$ cat src/design/bfr_pkg.sv
// ----------------------------------------------------------------------------
// bfr_pkg
// Shared types and constants for the bus frame receiver core.
// ----------------------------------------------------------------------------
package bfr_pkg;

   localparam int FRAME_CAPACITY = 1024;
   localparam int POS_W          = $clog2(FRAME_CAPACITY);

   localparam logic [7:0]  HEADER_BYTE   = 8'h7E;
   localparam logic [7:0]  ANY_TYPE      = 8'hFF;
   localparam logic [15:0] TIMEOUT_RESET = 16'd700;

   // csr register indexes
   localparam logic CSR_TIMEOUT_TICKS  = 1'b0;
   localparam logic CSR_MY_DEVICE_TYPE = 1'b1;

   // input actions
   localparam logic ACT_BYTE = 1'b0;
   localparam logic ACT_TICK = 1'b1;

   // result events
   localparam logic [2:0] EV_NONE    = 3'd0;
   localparam logic [2:0] EV_HEADER  = 3'd1;
   localparam logic [2:0] EV_LENGTH  = 3'd2;
   localparam logic [2:0] EV_BODY    = 3'd3;
   localparam logic [2:0] EV_GOOD    = 3'd4;
   localparam logic [2:0] EV_CSUM    = 3'd5;
   localparam logic [2:0] EV_TIMEOUT = 3'd6;

   typedef struct packed {
      logic       action;
      logic [7:0] rx_byte;
   } bfr_req_type;

   typedef struct packed {
      logic [2:0]  event_res;
      logic [7:0]  data_byte;
      logic [9:0]  byte_position;
      logic [15:0] frame_size;
      logic [7:0]  device_id;
      logic [7:0]  device_type;
      logic [7:0]  direction;
      logic [7:0]  command;
      logic        for_this_node;
   } bfr_rsp_type;

   typedef struct packed {
      logic [15:0] timeout_ticks;
      logic [7:0]  my_device_type;
   } bfr_cfg_type;

endpackage

$ cat src/design/bfr_in_reg.sv
// ----------------------------------------------------------------------------
// bfr_in_reg
// Input register: captures one request beat and holds it until the engine
// consumes it.
// ----------------------------------------------------------------------------
module bfr_in_reg import bfr_pkg::*; (
   input  logic        clock,
   input  logic        reset,
   input  logic        req_valid,
   output logic        req_ready,
   input  bfr_req_type req_data,
   input  logic        advance,
   output logic        item_valid,
   output bfr_req_type item_data
);

   logic        valid_ff;
   logic        valid_in;
   bfr_req_type data_ff;

   assign req_ready = !valid_ff || advance;
   assign valid_in  = req_ready ? req_valid : valid_ff;

   always_ff @(posedge clock) begin
      if (reset) begin
         valid_ff <= 1'b0;
      end else begin
         valid_ff <= valid_in;
      end
   end

   always_ff @(posedge clock) begin
      if (req_ready && req_valid) begin
         data_ff <= req_data;
      end
   end

   assign item_valid = valid_ff;
   assign item_data  = data_ff;

endmodule

$ cat src/design/bfr_engine.sv
// ----------------------------------------------------------------------------
// bfr_engine
// Deframer state and per-beat update: header hunt, length, body, checksum,
// field latches and idle timeout.
// ----------------------------------------------------------------------------
module bfr_engine import bfr_pkg::*; (
   input  logic        clock,
   input  logic        reset,
   input  bfr_cfg_type cfg,
   input  logic        advance,
   input  bfr_req_type item_data,
   output bfr_rsp_type result
);

   localparam logic [1:0] PH_HUNT   = 2'd0;
   localparam logic [1:0] PH_LEN_LO = 2'd1;
   localparam logic [1:0] PH_LEN_HI = 2'd2;
   localparam logic [1:0] PH_BODY   = 2'd3;

   localparam logic [POS_W-1:0] POS_LAST = POS_W'(FRAME_CAPACITY - 1);

   logic [1:0]       phase_ff, phase_in;
   logic [POS_W-1:0] position_ff, position_in;
   logic [15:0]      target_ff, target_in;
   logic [7:0]       sum_ff, sum_in;
   logic [15:0]      idle_ff, idle_in;
   logic             armed_ff, armed_in;
   logic [7:0]       id_ff, id_in;
   logic [7:0]       type_ff, type_in;
   logic [7:0]       dir_ff, dir_in;
   logic [7:0]       cmd_ff, cmd_in;

   logic [7:0]       b;
   logic [POS_W-1:0] at;
   logic [POS_W-1:0] at_next;
   logic [15:0]      idle_inc;
   logic             type_match;

   always_comb begin
      b          = item_data.rx_byte;
      phase_in   = phase_ff;
      position_in = position_ff;
      target_in  = target_ff;
      sum_in     = sum_ff;
      idle_in    = idle_ff;
      armed_in   = armed_ff;
      id_in      = id_ff;
      type_in    = type_ff;
      dir_in     = dir_ff;
      cmd_in     = cmd_ff;
      at         = position_ff;
      at_next    = (position_ff == POS_LAST) ? '0 : position_ff + 1'b1;
      idle_inc   = (idle_ff == 16'hFFFF) ? idle_ff : idle_ff + 16'd1;
      type_match = 1'b0;

      result               = '0;
      result.event_res     = EV_NONE;

      if (item_data.action == ACT_TICK) begin
         if (armed_ff) begin
            idle_in = idle_inc;
            if (idle_inc >= cfg.timeout_ticks) begin
               phase_in = PH_HUNT;
               armed_in = 1'b0;
               idle_in  = '0;
               result.event_res = EV_TIMEOUT;
            end
         end
      end else begin
         result.data_byte = b;
         case (phase_ff)
            PH_HUNT: begin
               if (b == HEADER_BYTE) begin
                  // new frame starts at offset zero
                  phase_in    = PH_LEN_LO;
                  armed_in    = 1'b1;
                  idle_in     = '0;
                  sum_in      = '0;
                  at          = '0;
                  position_in = (POS_LAST == '0) ? '0 : POS_W'(1);
                  result.event_res = EV_HEADER;
               end
            end
            PH_LEN_LO: begin
               target_in   = {8'h00, b};
               position_in = at_next;
               phase_in    = PH_LEN_HI;
               result.event_res = EV_LENGTH;
            end
            PH_LEN_HI: begin
               target_in   = {b, target_ff[7:0]} + 16'd4;
               position_in = at_next;
               phase_in    = PH_BODY;
               result.event_res = EV_LENGTH;
            end
            default: begin
               armed_in    = 1'b1;
               idle_in     = '0;
               position_in = at_next;
               if (at == POS_W'(3)) id_in   = b;
               if (at == POS_W'(4)) type_in = b;
               if (at == POS_W'(5)) dir_in  = b;
               if (at == POS_W'(6)) cmd_in  = b;
               if (16'(at_next) >= target_ff) begin
                  phase_in = PH_HUNT;
                  armed_in = 1'b0;
                  if (sum_ff == b) begin
                     result.event_res = EV_GOOD;
                     if (dir_in == 8'd0) begin
                        type_match = (type_in == cfg.my_device_type);
                     end else if (dir_in == 8'd1) begin
                        type_match = (type_in == cfg.my_device_type) ||
                                     (type_in == ANY_TYPE);
                     end
                  end else begin
                     result.event_res = EV_CSUM;
                  end
               end else begin
                  sum_in = sum_ff + b;
                  result.event_res = EV_BODY;
               end
            end
         endcase
         if (result.event_res != EV_NONE) begin
            result.byte_position = 10'(at);
         end
      end

      result.frame_size    = target_in;
      result.device_id     = id_in;
      result.device_type   = type_in;
      result.direction     = dir_in;
      result.command       = cmd_in;
      result.for_this_node = type_match;
   end

   always_ff @(posedge clock) begin
      if (reset) begin
         phase_ff    <= PH_HUNT;
         position_ff <= '0;
         target_ff   <= '0;
         sum_ff      <= '0;
         idle_ff     <= '0;
         armed_ff    <= 1'b0;
         id_ff       <= '0;
         type_ff     <= '0;
         dir_ff      <= '0;
         cmd_ff      <= '0;
      end else if (advance) begin
         phase_ff    <= phase_in;
         position_ff <= position_in;
         target_ff   <= target_in;
         sum_ff      <= sum_in;
         idle_ff     <= idle_in;
         armed_ff    <= armed_in;
         id_ff       <= id_in;
         type_ff     <= type_in;
         dir_ff      <= dir_in;
         cmd_ff      <= cmd_in;
      end
   end

endmodule

$ cat src/design/bfr_out_reg.sv
// ----------------------------------------------------------------------------
// bfr_out_reg
// Result register: holds one response beat until the consumer takes it.
// ----------------------------------------------------------------------------
module bfr_out_reg import bfr_pkg::*; (
   input  logic        clock,
   input  logic        reset,
   input  logic        item_valid,
   input  bfr_rsp_type result,
   output logic        advance,
   output logic        rsp_valid,
   input  logic        rsp_ready,
   output bfr_rsp_type rsp_data
);

   logic        valid_ff;
   logic        valid_in;
   bfr_rsp_type data_ff;

   // the engine moves whenever this slot is empty or being drained
   assign advance  = item_valid && (!valid_ff || rsp_ready);
   assign valid_in = advance ? 1'b1 : (valid_ff && !rsp_ready);

   always_ff @(posedge clock) begin
      if (reset) begin
         valid_ff <= 1'b0;
      end else begin
         valid_ff <= valid_in;
      end
   end

   always_ff @(posedge clock) begin
      if (advance) begin
         data_ff <= result;
      end
   end

   assign rsp_valid = valid_ff;
   assign rsp_data  = data_ff;

endmodule

$ cat src/design/bus_frame_receiver_core.sv
// ----------------------------------------------------------------------------
// bus_frame_receiver_core
// Serial frame deframer: header hunt, 16-bit length, additive checksum,
// field latches and idle timeout, one response beat per request beat.
//
//   channel   ports                          direction
//   req       req_valid/req_ready/req_data   in   (byte or tick)
//   rsp       rsp_valid/rsp_ready/rsp_data   out  (one event per request)
//   csr       csr_we/csr_index/csr_wdata     in   (write only)
//
// A request beat is captured in the input register, then the engine
// updates its state and loads the result register; one beat per cycle
// sustained while rsp is ready. Backpressure on rsp holds both registers;
// the input register still takes a beat while the result waits, if empty.
// Synchronous reset returns to header hunt with timeout_ticks = 700.
// ----------------------------------------------------------------------------
module bus_frame_receiver_core import bfr_pkg::*; (
   input  logic        clock,
   input  logic        reset,
   input  logic        req_valid,
   output logic        req_ready,
   input  bfr_req_type req_data,
   output logic        rsp_valid,
   input  logic        rsp_ready,
   output bfr_rsp_type rsp_data,
   input  logic        csr_we,
   input  logic        csr_index,
   input  logic [15:0] csr_wdata
);

   bfr_cfg_type cfg_ff;
   logic        advance;
   logic        item_valid;
   bfr_req_type item_data;
   bfr_rsp_type result;

   always_ff @(posedge clock) begin
      if (reset) begin
         cfg_ff.timeout_ticks  <= TIMEOUT_RESET;
         cfg_ff.my_device_type <= '0;
      end else if (csr_we) begin
         case (csr_index)
            CSR_TIMEOUT_TICKS:  cfg_ff.timeout_ticks  <= csr_wdata;
            CSR_MY_DEVICE_TYPE: cfg_ff.my_device_type <= csr_wdata[7:0];
            default: ;
         endcase
      end
   end

   bfr_in_reg u_in_reg (
      .clock      (clock),
      .reset      (reset),
      .req_valid  (req_valid),
      .req_ready  (req_ready),
      .req_data   (req_data),
      .advance    (advance),
      .item_valid (item_valid),
      .item_data  (item_data)
   );

   bfr_engine u_engine (
      .clock     (clock),
      .reset     (reset),
      .cfg       (cfg_ff),
      .advance   (advance),
      .item_data (item_data),
      .result    (result)
   );

   bfr_out_reg u_out_reg (
      .clock      (clock),
      .reset      (reset),
      .item_valid (item_valid),
      .result     (result),
      .advance    (advance),
      .rsp_valid  (rsp_valid),
      .rsp_ready  (rsp_ready),
      .rsp_data   (rsp_data)
   );

endmodule

$ cat config.mk
export PLATFORM = sky130hd
export DESIGN_NAME = bus_frame_receiver_core
export DESIGN_NICKNAME = d
export VERILOG_FILES = /design/src/design/bfr_pkg.sv /design/src/design/bfr_in_reg.sv /design/src/design/bfr_engine.sv /design/src/design/bfr_out_reg.sv /design/src/design/bus_frame_receiver_core.sv
export SDC_FILE = /design/constraint.sdc
export NUM_CORES = 1
export LEC_CHECK = 0
export BUFFER_PORTS_ARGS = -buffer_cell sky130_fd_sc_hd__buf_2
export CAP_MARGIN = 20
export CORE_ASPECT_RATIO = 1.2
export CORE_UTILIZATION = 64
export CTS_BUF_LIST = sky130_fd_sc_hd__clkbuf_16
export DETAILED_ROUTE_END_ITERATION = 12
export GPL_TIMING_DRIVEN = 1
export PLACE_DENSITY = 0.95
export SETUP_SLACK_MARGIN = 0.1
export SLEW_MARGIN = 20
export SYNTH_ARGS = -nofsm -noshare
export SYNTH_HDL_FRONTEND = slang
export SYNTH_SLANG_ARGS = --single-unit
export TNS_END_PERCENT = 100
$ cat constraint.sdc
create_clock -name clock -period 5.35 [get_ports clock]
set_input_delay 0.2675 -clock clock [delete_from_list [all_inputs] [get_ports clock]]
set_output_delay 0.2675 -clock clock [all_outputs]
set_load 0.005 [all_outputs]
Word-level counts from Yosys, hierarchy flattened. Index checks and enable logic that the tools add are counted.

Flip-flop bits (word level): 190. Bits in latches: 0. Bits in writable memories: 0. Bits in read-only memories: 0. Bits of input ports: 31. Output and inout port bits: 72. Logic and storage cells: 135. Memories: 0.

Add/sub/neg operators: 4. Multipliers: 0. Divide/modulo/power cells: 0. Order comparisons: 2. Equal/unequal tests: 19. Shifts and indexed selects: 0. Mux-type cells: 55. Bitwise operators: 6. Reduce and logical (&&, ||, !) cells: 24.

Operators by type and width (count): $mux W8 (18); $mux W16 (6); $pmux W16 S2 (2); $mux W10 (5); $eq A10 B3 Y1 const B (3); $add A16 B1 Y16 const B (1); $add A16 B3 Y16 const B (1); $eq A16 B16 Y1 const B (1); $eq A8 B8 Y1 (2); $ge A10 B16 Y1 (1); $ge A16 B16 Y1 (1); $pmux W8 S2 (1); $mux W3 (5); $add A10 B1 Y10 const B (1); $eq A10 B10 Y1 const B (1); $eq A10 B2 Y1 const B (1); $mux W1 (10); $mux W2 (5); $reduce_and A5 Y1 (2); $add A8 B8 Y8 (1); $eq A8 B1 Y1 const B (1); $eq A8 B7 Y1 const B (1); $eq A8 B8 Y1 const B (1); $logic_not A8 Y1 (1); other kinds (21) (38).

Logic depth before layout (Yosys ltp). Gate-level depths: netlist of run 1.

Depth after elaboration: 9. Mapped depth: 14. Depth with buffers taken out: 13.

Cells and area by module. From an unflattened synthesis of run 1, not the netlist that was laid out.

Cell total of the unflattened synthesis: 1003. Area, all modules: 9935.8 µm².

By module, submodules not included: bfr_engine (times used 1, cells an instance 809, area an instance 6403.6 µm², seq. area each 1701.6 µm²); bfr_out_reg (times used 1, cells an instance 75, area an instance 2157.1 µm², seq. area each 2122.0 µm²); bus_frame_receiver_core (times used 1, cells an instance 105, area an instance 1049.8 µm², seq. area each 480.5 µm²); bfr_in_reg (times used 1, cells an instance 14, area an instance 325.3 µm², seq. area each 290.3 µm²).

Worst setup path before layout of run 1. Ideal clock, no wire load.

Kind: reg-to-reg. From: register u_out_reg.valid_ff, in the netlist u_out_reg.rsp_valid. To: register u_out_reg.data_ff (netlist bit u_out_reg.rsp_data[0]), enable pin. Setup time: 0.461 ns. Data arrival time: 2.927 ns. Required time: 4.889 ns. Setup slack: 1.961 ns. Cell stages (with the launch flop): 6. Buffers on the path: 2. Period minus slack after synthesis: 3.389 ns. Path through: dfxtp_1 > nand2b_1 > nand2_1 > clkbuf_1 > inv_1 > buf_1.

Word-level cells in the longest chain between the ends: 3.

RTL lines: start, declared (RTL line bfr_out_reg.sv:16) `logic valid_ff;`; start signal, assigned (RTL line bfr_out_reg.sv:28) `valid_ff <= valid_in;`; $logic_not A1 Y1 (RTL line bfr_out_reg.sv:21) `assign advance = item_valid && (!valid_ff || rsp_ready);`; $logic_or A1 B1 Y1 (RTL line bfr_out_reg.sv:21); $logic_and A1 B1 Y1 (RTL line bfr_out_reg.sv:21); via advance (RTL line bus_frame_receiver_core.sv:32) `logic advance;`; end signal, assigned (RTL line bfr_out_reg.sv:34) `data_ff <= result;`; end, declared (RTL line bfr_out_reg.sv:18) `bfr_rsp_type data_ff;`.

The timed path passes the listed nets, and every way through them passes these cells. A chain may end at the register's enable or synchronous reset.

Worst setup path after layout of run 1.
From: register u_engine.idle_ff[8]. To: register u_engine.idle_ff[11].

Word-level cells in the longest chain between the ends: 6. Elaborated cells on any way between the ends: 7. Those cells by class: add/sub: 1; order compare: 1; eq/ne: 1; mux: 4.

RTL lines: start, declared (RTL line bfr_engine.sv:26) `logic [15:0] idle_ff, idle_in;`; start signal, assigned (RTL line bfr_engine.sv:154) `idle_ff <= idle_in;`; $add A16 B1 Y16 or $eq A16 B16 Y1 (tied branches) (RTL line bfr_engine.sv:53) `idle_inc = (idle_ff == 16'hFFFF) ? idle_ff : idle_ff + 16'd1;`; $mux W16 * (RTL line bfr_engine.sv:53); $ge A16 B16 Y1 (RTL line bfr_engine.sv:62) `if (idle_inc >= cfg.timeout_ticks) begin`; $mux W16 * (RTL line bfr_engine.sv:62); $mux W16 * (RTL line bfr_engine.sv:60) `if (armed_ff) begin`; $mux W16 * (RTL line bfr_engine.sv:59) `if (item_data.action == ACT_TICK) begin`.

Every way passes the cells marked *; elsewhere a longest branch is shown, timed or not. The select of a mux whose other input is x is not followed.

==> results.json, run 1 <==
{
  "outcome": "finished, final reports clean",
  "die_area_sq_mm": 0.0154,
  "place_inst": 1278,
  "final_nets": 1178,
  "hp-start": "req_data[3]",
  "finalSetupViolCount": 0,
  "top_usage_layer": "met2",
  "synthToLayoutAreaGrowth_pct": 13.7,
  "syn_area_sq_mm": 0.00955,
  "met3_usage_pct": 5.28,
  "grt_util_met2_pct": 53.4,
  "synth_area_leaders": "edfxtp_1, dfxtp_1, ha_1",
  "avgSynthCellArea_sq_um": 9.34,
  "fin_crit_ns": 3.60,
  "synth_fp_nets": 1098,
  "synth.distinct_cells": 66,
  "clockBufferDepth": 2,
  "hpwl_mm": 15.7,
  "crit_type": "register to register",
  "io-pin-count": 103,
  "wire_per_inst_um": 17.9,
  "cp_max_fo": 9,
  "drcViolationCount": 0,
  "start_kind": "register",
  "fmax_ghz": 0.277,
  "rsz0062_at_grt": "false",
  "cts_resized": 0,
  "yosys_register_bits": 190,
  "syn_inst": 1022,
  "ant_nets": 0,
  "cts_tree": "yes",
  "drive_gt1_share_pct": 16.5,
  "final_max_slew_viol_count": 0,
  "first_global_vias": 7826,
  "ys.flop_type": "dfxtp_1",
  "ctsHtreeMaxLevel": 4,
  "core_sq_mm": 0.0145,
  "hold_class": "input port to register",
  "n_antenna_cell": 0,
  "grt_first_pass_wirelength_mm": 37.5,
  "leakage_nw": 4.14,
  "firstDrtPassIters": 5,
  "ys_seq_area_share_pct": 48.1,
  "cp.required_ns": 5.71,
  "gp_congestion": 0.937,
  "yosysTopAreaCellShare_pct": 24.8,
  "powerDensity_mw_per_mm2": 285,
  "end_kind": "register",
  "vias_per_cell": 6.36,
  "grt-ovfl-total": 0,
  "worstReg2RegStart": "u_engine.idle_ff[8]",
  "worst_pin_slew_ns": 0.907,
  "clk_pin_slew_ns": 0.07,
  "port_buffers": 102,
  "grt_max_degree": 80,
  "slew_headroom_pct": 39.3,
  "row_count": 48,
  "track_usage_pct": 31.3,
  "hold_viol_final": 0,
  "finalNonFillerCells": 1315,
  "die_y_um": 136,
  "worstPathArrival_ns": 3.97,
  "crit_start": "u_engine.idle_ff[8]",
  "drt_iter0_drc": 789,
  "cts_root_buffer": "clkbuf_16",
  "numClockSinks": 190,
  "gr-usage-met1_pct": 37.4,
  "fin_tns_setup_ns": 0,
  "irDropWorstVdd_uv": 142,
  "async_reset_ff_share_pct": 0,
  "routed_wl_mm": 23.5,
  "fin_crit_sh_pct": 67.4,
  "maxCapViolations": 0,
  "fin_skew_ns": 0.0139,
  "cts_buffers": 17,
  "dr_total_vias": 8358,
  "synth_edf_count": 79,
  "worstSkewPairLatency_ns": 0.45,
  "start_util_pct": 66.0,
  "antenna_found_initial": 0,
  "yosysTopAreaCell": "edfxtp_1",
  "yosys_warnings": 0,
  "fp.dieW_um": 113
}
-- cells in the final DEF, fill, tap and decap left out, types with 5 or more instances in the layout --
cell	Yosys	final
nor2b_1	14	14
clkbuf_16	0	17
or3_1	14	14
buf_4	0	12
xnor2_1	23	23
and3_1	8	8
o211ai_1	11	11
buf_2	3	102
dfxtp_1	111	111
and2_1	14	14
a31oi_1	7	7
o31ai_1	10	10
a32o_1	5	5
nor3_1	13	13
nand4_1	13	13
nor3b_1	7	7
a41oi_1	6	6
nand2b_1	6	6
edfxtp_1	79	79
a22oi_1	12	12
o21a_1	8	8
inv_1	45	44
mux2_2	27	27
nand2_1	143	143
nor2_1	56	56
ha_1	44	44
a21oi_1	86	86
o22ai_1	5	5
o21ai_0	81	81
nor4_1	7	7
dlygate4sd3_1	0	5
xor2_1	13	13
nand3_1	37	37
inv_8	0	5
-- synth_stat cells, drive strengths merged, types with 10 or more instances --
library cell / number
inv: 45
edfxtp: 79
a22oi: 12
ha: 44
nor2b: 14
nor2: 56
a21oi: 86
and2: 14
o21ai: 81
nand3: 37
o31ai: 10
o211ai: 11
clkbuf: 51
nor3: 13
nand2: 143
mux2: 27
nand4: 13
xor2: 13
dfxtp: 111
or3: 14
xnor2: 23
-- power breakdown --
group          internal (mW)  total, mW  switching, mW
Sequential              1.55       1.57         0.0250
Combinational         0.0641      0.181          0.117
Clock                  0.723       1.34          0.618
-- flip-flops by register name (all words and copies together), names as in the netlist --
signal                count
u_in_reg.item_data        9
cfg_ff                   24
u_engine.armed_ff         1
u_out_reg.rsp_valid       1
u_engine.cmd_ff           8
u_out_reg.rsp_data       70
u_engine.target_ff       16
u_engine.position_ff     10
u_engine.dir_ff           8
u_in_reg.item_valid       1
u_engine.type_ff          8
u_engine.sum_ff           8
u_engine.phase_ff         2
u_engine.idle_ff         16
u_engine.id_ff            8
-- logic make-up after synthesis --
kind of cell,count (synthesis),synth area share (%)
buf+inv,104,4.21
fa+ha+maj,45,5.98
flops,190,48.1
mux,31,3.60
simple gates,349,17.6
compound gates,267,17.2
xor+xnor,36,3.30
-- per-stage QoR --
stage	area [sq um]	setup slack, ns	hold slack [ns]	util [%]	power (mW)
floorplan	9550	1.96	0.366	-	1.71
global placement	10200	1.89	0.443	70.3	1.77
detailed placement	10200	1.81	0.449	70.3	1.78
CTS	10900	1.80	0.0187	75.0	3.10
global route	10900	1.44	0.0261	75.0	3.17
finish	10900	1.75	0.0301	75.0	3.09
-- critical path, stage by stage (launching register included) --
cell       delay, ns
dfxtp_1         0.46
nand4_1         0.18
nor4_1          0.45
nand2_1         0.32
nand3_1         0.19
ha_1            0.27
and4_1          0.21
a2111oi_0       0.36
o21ai_0         0.24
a211o_1         0.42
or3_1           0.34
o21ai_0         0.08
-- what timing repair did --
item | in CTS | in global routing
hold buffers | 5 | 0
setup buffers | 0 | 0
hold endpoints to repair | 5 | 0
-- routing by layer --
layer | vias up | part of all wire, % | routed length [um]
li1 | 3853 | - | -
met4 | 0 | 4.3 | 1000
met2 | 511 | 50 | 11700
met5 | - | 0 | 0
met1 | 3898 | 38 | 8990
met3 | 96 | 8.0 | 1890
-- worst paths after layout --
| check | end | slack [ns] | cells past startpoint |
|---|---|---|---|
| worst max-delay path | u_engine.idle_ff[11] | 1.75 | 11 |
| worst min-delay path | u_in_reg.item_data[3] | 0.03 | 1 |
| worst max register to register | u_engine.idle_ff[11] | 1.75 | 11 |
| worst min register to register | cfg_ff[20] | 0.46 | 2 |
-- cell type report --
class,instances,area [sq um]
inverters,46,173
repair buffers,119,651
flip-flops and latches,190,4590
clock inverters,15,215
clock buffers,17,425
multi-input cells,728,4550
well taps,200,250
fillers,958,3610
(Power assumes the default switching activity.)
==> run 2: changes to the inputs <==
--- a/config.mk
+++ b/config.mk
@@ -8,11 +8,11 @@
 export BUFFER_PORTS_ARGS = -buffer_cell sky130_fd_sc_hd__buf_2
 export CAP_MARGIN = 20
 export CORE_ASPECT_RATIO = 1.2
-export CORE_UTILIZATION = 64
+export CORE_UTILIZATION = 59
 export CTS_BUF_LIST = sky130_fd_sc_hd__clkbuf_16
 export DETAILED_ROUTE_END_ITERATION = 12
 export GPL_TIMING_DRIVEN = 1
-export PLACE_DENSITY = 0.95
+export PLACE_DENSITY = 0.92
 export SETUP_SLACK_MARGIN = 0.1
 export SLEW_MARGIN = 20
 export SYNTH_ARGS = -nofsm -noshare
==> constraint.sdc (replaced) <==
create_clock -name clock -period 3.7 [get_ports clock]
set_input_delay 0.185 -clock clock [delete_from_list [all_inputs] [get_ports clock]]
set_output_delay 0.185 -clock clock [all_outputs]
set_load 0.005 [all_outputs]
==> run 2 against run 1 <==
Effect of this change:
- wire length rose by 0.49%
- via count down 1.4%
- critical path type unchanged
- non-clock buffer count up 26
- highest routed layer unchanged
- clock-buffer cell count unchanged
- register-to-register slack got worse by 1.5 ns
- largest cell class is now multi-input gates
==> results.json, run 2 (synthesis gave the netlist of run 1 again) <==
{
  "p_switching_mw": 1.05,
  "slew_headroom_pct": 42.7,
  "n_antenna_cell": 0,
  "irDropWorstVdd_uv": 249,
  "drt_iter0_drc": 797,
  "io-pin-count": 103,
  "end_kind": "register",
  "fmax_ghz": 0.293,
  "antenna_found_initial": 0,
  "cp_max_fo": 16,
  "first_global_vias": 8055,
  "synthToLayoutAreaGrowth_pct": 16.1,
  "fin_skew_ns": 0.00971,
  "track_usage_pct": 28.5,
  "crit_type": "register to register",
  "rsz0062_at_grt": "false",
  "grt_max_degree": 56,
  "hold_viol_final": 0,
  "numClockSinks": 190,
  "final_cell_mix": "nand2_1, dfxtp_1, buf_2",
  "pwr-share-clk_pct": 40.4,
  "hold_class": "input port to register",
  "clockBufferDepth": 2,
  "core_sq_mm": 0.0157,
  "final_max_slew_viol_count": 0,
  "fin_crit_sh_pct": 92.1,
  "largest_reg_flops": 70,
  "cp.required_ns": 4.06,
  "fin_tns_setup_ns": 0,
  "worstSkewPairLatency_ns": 0.44,
  "cts_tree": "yes",
  "power_frac_seq_pct": 52.9,
  "powerDensity_mw_per_mm2": 386,
  "gp_congestion": 0.938,
  "worst_slack_ns": 0.291,
  "row_count": 50,
  "clk_pin_slew_ns": 0.07,
  "hpwl_mm": 16.0,
  "worst_pin_slew_ns": 0.860,
  "maxCapViolations": 0,
  "grt_first_pass_wirelength_mm": 37.9,
  "cts_root_buffer": "clkbuf_16",
  "fin_crit_ns": 3.41,
  "place_inst": 1297,
  "firstDrtPassIters": 5,
  "port_buffers": 102,
  "multi_input_area_sq_mm": 0.00462,
  "post-place-ws_ns": 0.129,
  "drive_gt1_share_pct": 18.1,
  "cts_buffers": 17,
  "dr_total_vias": 8245,
  "drcViolationCount": 0,
  "seq_area_sq_mm": 0.00460,
  "finalNonFillerCells": 1349,
  "grt-ovfl-total": 0,
  "ctsHtreeMaxLevel": 4,
  "routed_wl_mm": 23.7,
  "start_kind": "register",
  "worstPathArrival_ns": 3.77,
  "finalPower_mw": 4.28,
  "wire_per_inst_um": 17.5,
  "start_util_pct": 60.8,
  "outcome": "finished, final reports clean",
  "vias_per_cell": 6.11,
  "ant_nets": 0,
  "die_area_sq_mm": 0.0167,
  "leakage_nw": 4.26,
  "fill_cells": 1114,
  "mostFrequentLayoutCell": "nand2_1",
  "cellInternalPower_mw": 3.23,
  "finalSetupViolCount": 0,
  "sw_frac_of_total_pct": 24.6,
  "comb_power_share_pct": 6.6,
  "fp.dieW_um": 118,
  "die_y_um": 141,
  "fin_util_pct": 70.6,
  "final_nets": 1204
}
==> run 2: changes by cell type in the layout (fill, tap and decap cells not counted), sizes merged <==
cell	before	now
buf	114	126
bufinv	2	0
clkinv	6	7
clkinvlp	1	0
dlygate4sd3	5	19
inv	52	54
==> run 2: path summary, 6_finish.rpt <==
| path | slack (ns) | from | cells after the start | to |
|---|---|---|---|---|
| setup / recovery | 0.29 | u_engine.position_ff[1] | 12 | u_engine.sum_ff[7] |
| hold / removal | 0.0005 | csr_wdata[5] | 3 | cfg_ff[13] |
| setup reg to reg | 0.29 | u_engine.position_ff[1] | 12 | u_engine.sum_ff[7] |
| hold reg to reg | 0.46 | cfg_ff[19] | 2 | cfg_ff[19] |
==> run 2: repair_timing <==
item / 4_1_cts / 5_1_grt
pin swaps: 0 / 1
hold buffers: 19 / 0
gates resized for setup: 1 / 17
endpoints found under the hold margin: 19 / 0
buffers inserted: 0 / 1
setup endpoints to repair: 1 / 28
==> run 2: power by group through the flow <==
stage               clock (mW)  combinational, mW  sequential (mW)
finish                    1.73              0.284             2.26
floorplan                    0              0.155             2.31
detailed placement           0              0.262             2.31
CTS                       1.74              0.279             2.26
global placement             0              0.254             2.31
global route              1.82              0.309             2.27
==> run 2: critical path: stages (launching register included) <==
cell and delay (ns):
dfxtp_1 0.47, ha_1 0.30, nand3_1 0.24, nor2_1 0.20, and3_1 0.23, xor2_1 0.21, ha_1 0.26, o21a_1 0.17
o21ai_0 0.26, o311ai_1 0.12, buf_4 0.22, or4b_1 0.49, a31oi_1 0.16
==> run 2: stage by stage <==
step                area, sq um  hold slack [ns]
floorplan                  9550            0.284
global placement          10300            0.363
detailed placement        10300            0.365
CTS                       11000          0.00264
global route              11100           0.0131
finish                    11100         0.000522
==> run 2: area by class of cell <==
| class | instances | area share [%] |
|---|---|---|
| timing repair buffer | 145 | 7.95 |
| inverter | 46 | 1.56 |
| sequential | 190 | 41.5 |
| clock inverter | 15 | 1.20 |
| multi-input combinational | 728 | 41.7 |
| tap | 208 | 2.35 |
| clock buffer | 17 | 3.84 |
==> run 2: routing by layer <==
layer  global-route usage, %  wire length (um)
met4                    16.4               960
met2                    49.9             11800
met3                    4.62              1650
met5                       0                 0
met1                    33.0              9250
